`src/hdl/ssp_pkg.sv`:
```
// Types and constants shared by the servo status packet parser.
`timescale 1ns / 1ps
package ssp_pkg;

   localparam logic [7:0] HEADER_BYTE    = 8'hFF;
   localparam logic [7:0] FRAME_OVERHEAD = 8'd6;
   localparam logic [7:0] PAYLOAD_OFFSET = 8'd5;
   localparam logic [7:0] PAYLOAD_MAX    = 8'd250;
   localparam logic [7:0] ID_POSITION    = 8'd2;

   typedef enum logic [1:0] {
      ERR_NONE     = 2'd0,
      ERR_HEADER   = 2'd1,
      ERR_ID       = 2'd2,
      ERR_CHECKSUM = 2'd3
   } err_type;

   typedef enum logic {
      REG_EXPECTED_ID    = 1'b0,
      REG_PAYLOAD_LENGTH = 1'b1
   } reg_index_type;

   typedef struct packed {
      logic [7:0] rx_byte;
      logic       frame_start;
   } req_type;

   typedef struct packed {
      logic       payload_valid;
      logic [7:0] payload_byte;
      logic       payload_last;
      logic       frame_done;
      logic       frame_ok;
      logic [1:0] error_code;
   } rsp_type;

   typedef struct packed {
      logic [7:0] expected_id;
      logic [7:0] payload_length;
   } cfg_type;

endpackage

```
`src/hdl/servo_status_packet_parser_unit.sv`:
```
// Top level of the servo status packet parser.
//
//   channel  direction  handshake            payload
//   req      in         req_valid/req_stall  req_data (rx_byte, frame_start)
//   rsp      out        rsp_valid/rsp_stall  rsp_data (payload and frame status)
//   csr      in         csr_wr_en            csr_index, csr_wdata
//
// One registered result per item; an item every cycle unless req_stall is high.
// The frame state updates on the accepting edge; the result register holds it.
// req_stall rises only while a held result is stalled.
// Reset clears the frame state, the result valid and the registers to defaults.
`timescale 1ns / 1ps
module servo_status_packet_parser_unit (
   input  logic             clock,
   input  logic             reset,
   input  logic             req_valid,
   output logic             req_stall,
   input  ssp_pkg::req_type req_data,
   output logic             rsp_valid,
   input  logic             rsp_stall,
   output ssp_pkg::rsp_type rsp_data,
   input  logic             csr_wr_en,
   input  logic             csr_index,
   input  logic [7:0]       csr_wdata
);
   import ssp_pkg::*;

   cfg_type cfg;
   rsp_type rsp_next;
   logic    accept;
   logic    busy;

   assign req_stall = busy;
   assign accept    = req_valid && !busy;

   ssp_csr u_csr (
      .clock     (clock),
      .reset     (reset),
      .csr_wr_en (csr_wr_en),
      .csr_index (csr_index),
      .csr_wdata (csr_wdata),
      .cfg       (cfg)
   );

   ssp_frame u_frame (
      .clock  (clock),
      .reset  (reset),
      .accept (accept),
      .req    (req_data),
      .cfg    (cfg),
      .rsp    (rsp_next)
   );

   ssp_out_reg u_out (
      .clock     (clock),
      .reset     (reset),
      .load      (accept),
      .rsp_next  (rsp_next),
      .rsp_stall (rsp_stall),
      .rsp_valid (rsp_valid),
      .rsp_data  (rsp_data),
      .busy      (busy)
   );

endmodule

```
`src/hdl/ssp_csr.sv`:
```
// Configuration registers of the servo status packet parser.
`timescale 1ns / 1ps
module ssp_csr (
   input  logic           clock,
   input  logic           reset,
   input  logic           csr_wr_en,
   input  logic           csr_index,
   input  logic [7:0]     csr_wdata,
   output ssp_pkg::cfg_type cfg
);
   import ssp_pkg::*;

   logic [7:0] expected_id_ff, expected_id_in;
   logic [7:0] payload_length_ff, payload_length_in;

   always_comb begin
      expected_id_in    = expected_id_ff;
      payload_length_in = payload_length_ff;
      if (csr_wr_en) begin
         case (reg_index_type'(csr_index))
            REG_EXPECTED_ID:    expected_id_in    = csr_wdata;
            REG_PAYLOAD_LENGTH: payload_length_in = csr_wdata;
            default:            expected_id_in    = expected_id_ff;
         endcase
      end
   end

   always_ff @(posedge clock) begin
      if (reset) begin
         expected_id_ff    <= 8'd0;
         payload_length_ff <= 8'd2;
      end else begin
         expected_id_ff    <= expected_id_in;
         payload_length_ff <= payload_length_in;
      end
   end

   assign cfg.expected_id    = expected_id_ff;
   assign cfg.payload_length = payload_length_ff;

endmodule

```
`src/hdl/ssp_frame.sv`:
```
// Frame tracking state and per-byte result logic.
`timescale 1ns / 1ps
module ssp_frame (
   input  logic             clock,
   input  logic             reset,
   input  logic             accept,
   input  ssp_pkg::req_type req,
   input  ssp_pkg::cfg_type cfg,
   output ssp_pkg::rsp_type rsp
);
   import ssp_pkg::*;

   logic [7:0] pos_ff, pos_in;
   logic [7:0] sum_ff, sum_in;
   err_type    err_ff, err_in;

   logic [7:0] len;
   logic [7:0] last;
   logic [7:0] pos;
   logic [7:0] sum;
   err_type    err;
   logic [7:0] b;

   always_comb begin
      b    = req.rx_byte;
      len  = (cfg.payload_length > PAYLOAD_MAX) ? PAYLOAD_MAX : cfg.payload_length;
      last = len + FRAME_OVERHEAD - 8'd1;
      pos  = req.frame_start ? 8'd0 : pos_ff;
      sum  = req.frame_start ? 8'd0 : sum_ff;
      err  = req.frame_start ? ERR_NONE : err_ff;

      pos_in = pos;
      sum_in = sum;
      err_in = err;
      rsp    = '0;

      if (pos >= last) begin
         // checksum byte closes the frame
         if ((~sum != b) && (err == ERR_NONE)) err_in = ERR_CHECKSUM;
         rsp.frame_done = 1'b1;
         rsp.error_code = err_in;
         rsp.frame_ok   = (err_in == ERR_NONE);
         pos_in = 8'd0;
         sum_in = 8'd0;
         err_in = ERR_NONE;
      end else begin
         if (pos < ID_POSITION) begin
            if ((b != HEADER_BYTE) && (err == ERR_NONE)) err_in = ERR_HEADER;
         end else begin
            sum_in = sum + b;
            if ((pos == ID_POSITION) && (b != cfg.expected_id) && (err == ERR_NONE))
               err_in = ERR_ID;
            if (pos >= PAYLOAD_OFFSET) begin
               rsp.payload_valid = 1'b1;
               rsp.payload_byte  = b;
               rsp.payload_last  = (pos == last - 8'd1);
            end
         end
         pos_in = pos + 8'd1;
      end
   end

   always_ff @(posedge clock) begin
      if (reset) begin
         pos_ff <= 8'd0;
         sum_ff <= 8'd0;
         err_ff <= ERR_NONE;
      end else if (accept) begin
         pos_ff <= pos_in;
         sum_ff <= sum_in;
         err_ff <= err_in;
      end
   end

   a_done_clears: assert property (@(posedge clock) disable iff (reset)
      (accept && rsp.frame_done) |=> (pos_ff == 8'd0 && sum_ff == 8'd0 && err_ff == ERR_NONE))
      else $error("frame state not cleared after checksum byte");

   a_ok_no_error: assert property (@(posedge clock) disable iff (reset)
      rsp.frame_ok |-> (rsp.frame_done && rsp.error_code == ERR_NONE))
      else $error("frame_ok with an error code");

   a_payload_not_done: assert property (@(posedge clock) disable iff (reset)
      rsp.payload_valid |-> !rsp.frame_done)
      else $error("payload byte flagged on checksum byte");

endmodule

```
`src/hdl/ssp_out_reg.sv`:
```
// Result register between the parser logic and the result channel.
`timescale 1ns / 1ps
module ssp_out_reg (
   input  logic             clock,
   input  logic             reset,
   input  logic             load,
   input  ssp_pkg::rsp_type rsp_next,
   input  logic             rsp_stall,
   output logic             rsp_valid,
   output ssp_pkg::rsp_type rsp_data,
   output logic             busy
);
   import ssp_pkg::*;

   logic    valid_ff, valid_in;
   rsp_type data_ff, data_in;

   always_comb begin
      valid_in = valid_ff && rsp_stall;
      data_in  = data_ff;
      if (load) begin
         valid_in = 1'b1;
         data_in  = rsp_next;
      end
   end

   always_ff @(posedge clock) begin
      if (reset) begin
         valid_ff <= 1'b0;
      end else begin
         valid_ff <= valid_in;
      end
   end

   always_ff @(posedge clock) begin
      data_ff <= data_in;
   end

   assign rsp_valid = valid_ff;
   assign rsp_data  = data_ff;
   assign busy      = valid_ff && rsp_stall;

   a_hold_when_stalled: assert property (@(posedge clock) disable iff (reset)
      (valid_ff && rsp_stall) |=> (valid_ff && !$past(load)))
      else $error("item loaded over a stalled result");

endmodule
```
`config.mk`:
```
export PLATFORM = sky130hd
export DESIGN_NAME = servo_status_packet_parser_unit
export DESIGN_NICKNAME = d
export VERILOG_FILES = /design/src/hdl/ssp_pkg.sv /design/src/hdl/servo_status_packet_parser_unit.sv /design/src/hdl/ssp_csr.sv /design/src/hdl/ssp_frame.sv /design/src/hdl/ssp_out_reg.sv
export SDC_FILE = /design/constraint.sdc
export NUM_CORES = 1
export LEC_CHECK = 0
export ABC_AREA = 1
export BUFFER_PORTS_ARGS = -buffer_cell sky130_fd_sc_hd__buf_2
export CAP_MARGIN = 10
export CORE_ASPECT_RATIO = 1.4
export CORE_MARGIN = 2
export CORE_UTILIZATION = 30
export CTS_BUF_LIST = sky130_fd_sc_hd__clkbuf_4
export DETAILED_ROUTE_END_ITERATION = 10
export PLACE_DENSITY_LB_ADDON = 0.08
export SETUP_SLACK_MARGIN = 0.2
export SYNTH_ARGS = -nofsm -noshare
export SYNTH_HDL_FRONTEND = slang
export SYNTH_SLANG_ARGS = --single-unit
export TNS_END_PERCENT = 50
```
`constraint.sdc`:
```
create_clock -name clock -period 3 [get_ports clock]
set_clock_uncertainty 0.2 [all_clocks]
set_input_delay 0.3 -clock clock [delete_from_list [all_inputs] [get_ports clock]]
set_output_delay 0.3 -clock clock [all_outputs]
set_load 0.01 [all_outputs]
```
== Yosys cells after proc, flatten, opt, wreduce, memory -nomap -nowiden ==
Cells that the tools add are included.

* Register bits after elaboration: 49
* Input bits: 23
* Word-level logic and storage cells: 58

* Reductions and logical operators: 13
* Equality and inequality tests: 5
* Bitwise gates (word level): 3
* Mux-type cells: 16
* Add/sub/neg operators: 5
* $lt $le $gt $ge: 4

{| class="wikitable"
|+ Operators with widths
! kind !! count
|-
| 8-bit 2-to-1 mux || 6
|-
| 8-bit != test || 2
|-
| 8-bit by 1-bit subtractor with 8-bit output (second input constant) || 2
|-
| 2-bit 2-to-1 mux || 7
|-
| 10-bit 2-to-1 mux || 1
|-
| 8-bit by 1-bit adder with 8-bit output (second input constant) || 1
|-
| 8-bit by 3-bit adder with 8-bit output (second input constant) || 1
|-
| 8-bit adder || 1
|-
| 8-bit by 2-bit == test with 1-bit output (second input constant) || 1
|-
| 8-bit == test || 1
|-
| 8-bit by 3-bit >= comparator with 1-bit output (second input constant) || 1
|-
| 8-bit >= comparator || 1
|-
| 8-bit > comparator (second input constant) || 1
|-
| 8-bit by 2-bit < comparator with 1-bit output (second input constant) || 1
|-
| 8-bit != test (second input constant) || 1
|-
| 8-bit inverter || 1
|-
| 1-bit logical AND || 6
|-
| 2-bit logical NOT || 2
|-
| 4-bit 2-to-1 mux || 1
|-
| 2-bit AND reduction || 2
|-
| 3-bit OR reduction || 1
|-
| 1-bit inverter || 2
|-
| 2-bit OR reduction || 1
|-
| 1-bit logical NOT || 1
|-
| 1-bit 2-to-1 mux || 1
|}

== Longest topological paths before layout ==
* Depth after elaboration: 8
* Depth in mapped cells: 22

== Cells and area by module ==
From an unflattened synthesis, not the netlist that was laid out.

* Cells, all modules: 499
* Area, all modules: 3459.6 um^2

{| class="wikitable"
|+ By module, submodules not included
! module !! area an instance (um^2) !! instances !! seq. area each (um^2) !! cells an instance
|-
| ssp_frame || 2349.8 || 1 || 360.3 || 390
|-
| ssp_csr || 639.4 || 1 || 320.3 || 88
|-
| ssp_out_reg || 460.4 || 1 || 440.4 || 19
|-
| servo_status_packet_parser_unit || 10.0 || 1 || 0.0 || 2
|}

== Worst setup path after synthesis ==
No wires, ideal clock.

* Path type: flip-flop to flip-flop
* Start: register u_csr.payload_length_ff[4]
* End: register u_frame.pos_ff[3]
* Stages on the path, launching flop included: 18
* Buffers on the path: 1
* Path slack: 0.224 ns
* Setup time: 0.070 ns
* Arrival time: 2.506 ns
* Data required time: 2.730 ns
* Cells stage by stage: dfxtp_1 -> nand2_2 -> nor2_4 -> nand3_4 -> nand2_1 -> inv_1 -> ha_1 -> inv_1 -> nand2_2 -> nand3_1 -> nand2_1 -> nand2_1 -> inv_1 -> ha_1 -> a21oi_2 -> clkbuf_1 -> nand4_1 -> a21oi_1

* Cells in the longest elaborated chain, start to end: 6

{| class="wikitable"
|+ Ends and longest elaborated chain
! what !! line !! source
|-
| start, declared || ssp_csr.sv:14 || <nowiki>logic [7:0] payload_length_ff, payload_length_in;</nowiki>
|-
| start signal, assigned || ssp_csr.sv:34 || <nowiki>payload_length_ff <= payload_length_in;</nowiki>
|-
| 8-bit > comparator || ssp_frame.sv:26 || <nowiki>len = (cfg.payload_length > PAYLOAD_MAX) ? PAYLOAD_MAX : cfg.payload_length;</nowiki>
|-
| 8-bit 2-to-1 mux * || ssp_frame.sv:26 ||
|-
| 8-bit by 3-bit adder with 8-bit output * || ssp_frame.sv:27 || <nowiki>last = len + FRAME_OVERHEAD - 8'd1;</nowiki>
|-
| 8-bit by 1-bit subtractor with 8-bit output * || ssp_frame.sv:27 ||
|-
| 8-bit >= comparator * || ssp_frame.sv:37 || <nowiki>if (pos >= last) begin</nowiki>
|-
| 8-bit 2-to-1 mux * || ssp_frame.sv:37 ||
|-
| end signal, assigned || ssp_frame.sv:69 || <nowiki>pos_ff <= pos_in;</nowiki>
|-
| end, declared || ssp_frame.sv:13 || <nowiki>logic [7:0] pos_ff, pos_in;</nowiki>
|}

Mark *: on every way between the ends. The rest lies on a longest branch, timed or not.
A chain may end at the register's enable or synchronous reset.

== Final worst setup path ==
* Start: register u_csr.payload_length_ff[6]
* End: register u_out.data_ff (netlist bit u_out.rsp_data[1]) (data pin)

* Cells in the longest elaborated chain, start to end: 5

{| class="wikitable"
|+ Ends and longest elaborated chain
! what !! line !! source
|-
| 8-bit > comparator || ssp_frame.sv:26 ||
|-
| 8-bit 2-to-1 mux * || ssp_frame.sv:26 ||
|-
| 8-bit by 3-bit adder with 8-bit output * || ssp_frame.sv:27 ||
|-
| 8-bit by 1-bit subtractor with 8-bit output * || ssp_frame.sv:27 ||
|-
| 8-bit >= comparator * || ssp_frame.sv:37 ||
|-
| end signal, assigned || ssp_out_reg.sv:36 || <nowiki>data_ff <= data_in;</nowiki>
|-
| end, declared || ssp_out_reg.sv:16 || <nowiki>rsp_type data_ff, data_in;</nowiki>
|}

Marked as above.

==> metrics.yaml <==
global_routing:
  grt_usage: 0.1646
  grt_max_degree: 33
  grt-ovfl-total: 0
  antenna_found_initial: 1
  grt_pass1_vias: 3131
  grt_pass1_wl_um: 15550
worst_setup_path:
  criticalPathCategory: "flip-flop to flip-flop"
  worst-path-buf-inv: 6
  cp.depth: 19
  worst_path_most_repeated_cell: "buf_4"
  path_max_fanout: 4
  crit_arrival_ns: 2.59
  path_cells: "inv_4, nor2_4, nand3_4, buf_4, buf_4, nand2_4, nand2_4, nand2_1, nand2_1, nand2_2, inv_2, ha_1, nand2_2, nand3_4, nand2_8, nand2_8, buf_4, inv_2, a21oi_1"
  cp-start-kind: "flip-flop"
  r2r_start: "u_csr.payload_length_ff[6]$_SDFFE_PP0P_"
  r2r_cells: 19
  max_stage_delay_ns: 0.39
  required_ns: 2.95
  ff2ff_setup_slack_ns: 0.36
  cp-end-kind: "flip-flop"
  startpoint: "u_csr.payload_length_ff[6]$_SDFFE_PP0P_"
  r2r_end: "u_out.rsp_data[1]$_SDFFCE_PN0P_"
  crit_slowest_cell: "dfxtp_2"
  cpLargestDelayFamily: "simple AND/OR/NAND/NOR gates"
pwr:
  p_comb_frac: 0.196
  p_int_uw: 994.3
  swShare: 0.2930
  p_sw_uw: 412.0
  pwr-share-seq: 0.515
  peakVddDrop_mv: 0.1976
  power_density_nw_per_um2: 335.9
  leakagePower_nw: 1.920
  clkPwrFrac: 0.289
layout:
  post_route_cells_drive_above_1_share: 0.2486
  fin_util: 0.3730
  final_nets: 575
  final_common_cell: "nand2_1"
  fin_cells: 676
  most-common-layout-cells: "nand2_1 (88), inv_1 (63), nor2_1 (38), buf_2 (38), a21oi_1 (30)"
  areaGrowthSynthToFinish_pct: 21.98
floorplanning:
  core_um2: 11220
  start_util: 0.3058
  ioPinCount: 39
  row_count: 46
  die-area_um2: 12320
  die_w_um: 94.40
  die_height_um: 130.6
clocking:
  cts_tree: "yes"
  cts_sinks: 49
  clk_path_buf_depth: 2
  root_buffer: "clkbuf_4"
  path_clk_slew_ns: 0.15
  numCtsBuffers: 5
  insertion_delay_ns: 0.37
  h-tree-depth: 2
placed_design:
  dp.cells: 647
  hpwl_um: 7313
  gp_congestion: 0.7902
  pre_cts_ws_ns: 0.05680
  portBuffers: 38
hold_path:
  whs_endpoint: "u_out.rsp_data[7]$_SDFFCE_PP0P_"
  hold_class: "input pin to flip-flop"
  min_delay_path_depth: 3
  worstHoldStart: "req_data[3]"
logic_synthesis:
  syn_avg_cell_area_um2: 7.333
  ys_warn_count: 0
  synth.top_cell.area_share: 0.2042
  synth_area_um2: 3432
  synth_edf_count: 14
  ys_types: 41
  yosysTopAreaCell: "dfxtp_1"
  synth-main-ff-cell: "dfxtp_1"
  synth_area_leaders: "dfxtp_1 (20%), edfxtp_1 (12%), nand2_1 (10%), ha_1 (7.7%), inv_1 (7.4%)"
  synthCells: 468
  synthArstFlopShare: 0
  syn_nets: 513
  synth_seq_cells: 49
  ys_seq_area_frac: 0.3266
route:
  drt-initial-drc-count: 63
  drt-vias-per-instance: 4.719
  drc: 0
  drt-pass1-iter-count: 4
  vias: 3190
  postRouteAntennaNets: 0
  wl_per_cell_um: 14.29
  drt_wl_total_um: 9658
timing:
  relSlewSlack: 0.6096
  hold_slack_ns: 0.1055
  rsz0062_at_grt: "true"
  fmax_mhz: 378.4
  layout_min_cycle_time_ns: 2.643
  setup_tns_ns: 0
  maxSlewViolCount: 0
  finalSetupViolations: 0
  layout_setup_ws_ns: 0.3571
  post-route-period-util: 0.8810
  worst_pin_slew_ns: 0.5819
  finalHoldViolCount: 0
job:
  cap_violations: 0
status:
  status: "finished, final reports clean"
==> cells in the mapped netlist, types with 3 or more instances <==
library cell / count
dfxtp_1: 35
inv_1: 68
a21oi_1: 30
nand3_4: 3
o211ai_1: 3
nand3_1: 23
xor2_1: 11
o21ai_0: 24
clkbuf_1: 8
ha_1: 21
xnor2_1: 9
nor2_2: 11
nand4_1: 29
nand2_4: 4
nand2_1: 94
edfxtp_1: 14
inv_2: 6
nand2_2: 8
nor2_1: 40
==> power by group through the flow <==
stage	Clock (mW)	Combinational, mW	Sequential [mW]
5_1_grt	0.449	0.309	0.728
4_1_cts	0.429	0.260	0.723
3_5_place_dp	0	0.242	0.738
6_report	0.407	0.275	0.724
2_1_floorplan	0	0.156	0.740
3_3_place_gp	0	0.242	0.738
==> repair_timing <==
action | in CTS | in global routing
endpoints found under the hold margin | 10 | 0
setup buffers | 5 | 5
pin swaps | 4 | 18
hold buffers | 10 | 0
resized for setup | 10 | 28
endpoints found under the setup margin | 26 | 31
==> registers in the layout, summed over array words and instances, names as in the netlist <==
register                 flops
u_csr.payload_length_ff      8
u_out.rsp_data              14
u_csr.expected_id_ff         8
u_frame.sum_ff               8
u_frame.err_ff               2
u_frame.pos_ff               8
u_out.rsp_valid              1
==> tightest hold or removal path, delay by kind of cell <==
kind	cells	cell delay, ns
and+or+nand+nor	1	0.03
buffers and inverters	2	0.20
==> how the worst max path moves through the flow <==
stage	to	slack (ns)
floorplan	u_frame.pos_ff[3]$_SDFFE_PP0P_	0.22
global placement	u_out.rsp_data[11]$_SDFFCE_PP0P_	0.12
detailed placement	u_out.rsp_data[12]$_SDFFCE_PP0P_	0.06
CTS	u_out.rsp_data[4]$_SDFFCE_PP0P_	0.21
global route	u_out.rsp_data[4]$_SDFFCE_PP0P_	0.14
finish	u_out.rsp_data[1]$_SDFFCE_PN0P_	0.36
==> area by class of cell <==
type	count	area, µm²
Antenna cell	1	2.502
Clock buffer	6	45.04
Inverter	78	311.5
Sequential cell	49	1134
Clock inverter	2	33.78
Multi-Input combinational cell	330	2054
Timing Repair Buffer	66	425.4
Tap cell	144	180.2
Fill cell	1227	7037
==> metrics by stage <==
stage | power [mW] | cell area [µm²]
6_report | 1.406 | 4187
5_1_grt | 1.486 | 4187
4_1_cts | 1.412 | 4048
3_5_place_dp | 0.9803 | 3811
3_3_place_gp | 0.9790 | 3811
2_1_floorplan | 0.8962 | 3432
==> routing by layer <==
layer	vias to the layer above	routed length [µm]	GRT usage
li1	1650	-	-
met5	-	0	0
met2	36	5347	0.3231
met1	1487	3885	0.1807
met4	0	250	0.05200
met3	17	174	0.02064
==> cells by family after synthesis <==
logic type | Yosys count | share of synthesized area
XOR/XNOR | 21 | 0.05578
AO/OA/AOI/OAI | 64 | 0.1014
adder cells (fa/ha/maj) | 22 | 0.08239
flip-flops | 49 | 0.3266
AND/OR/NAND/NOR | 223 | 0.3310
buffers and inverters | 89 | 0.1028
Power figures use the tool's default switching activity.
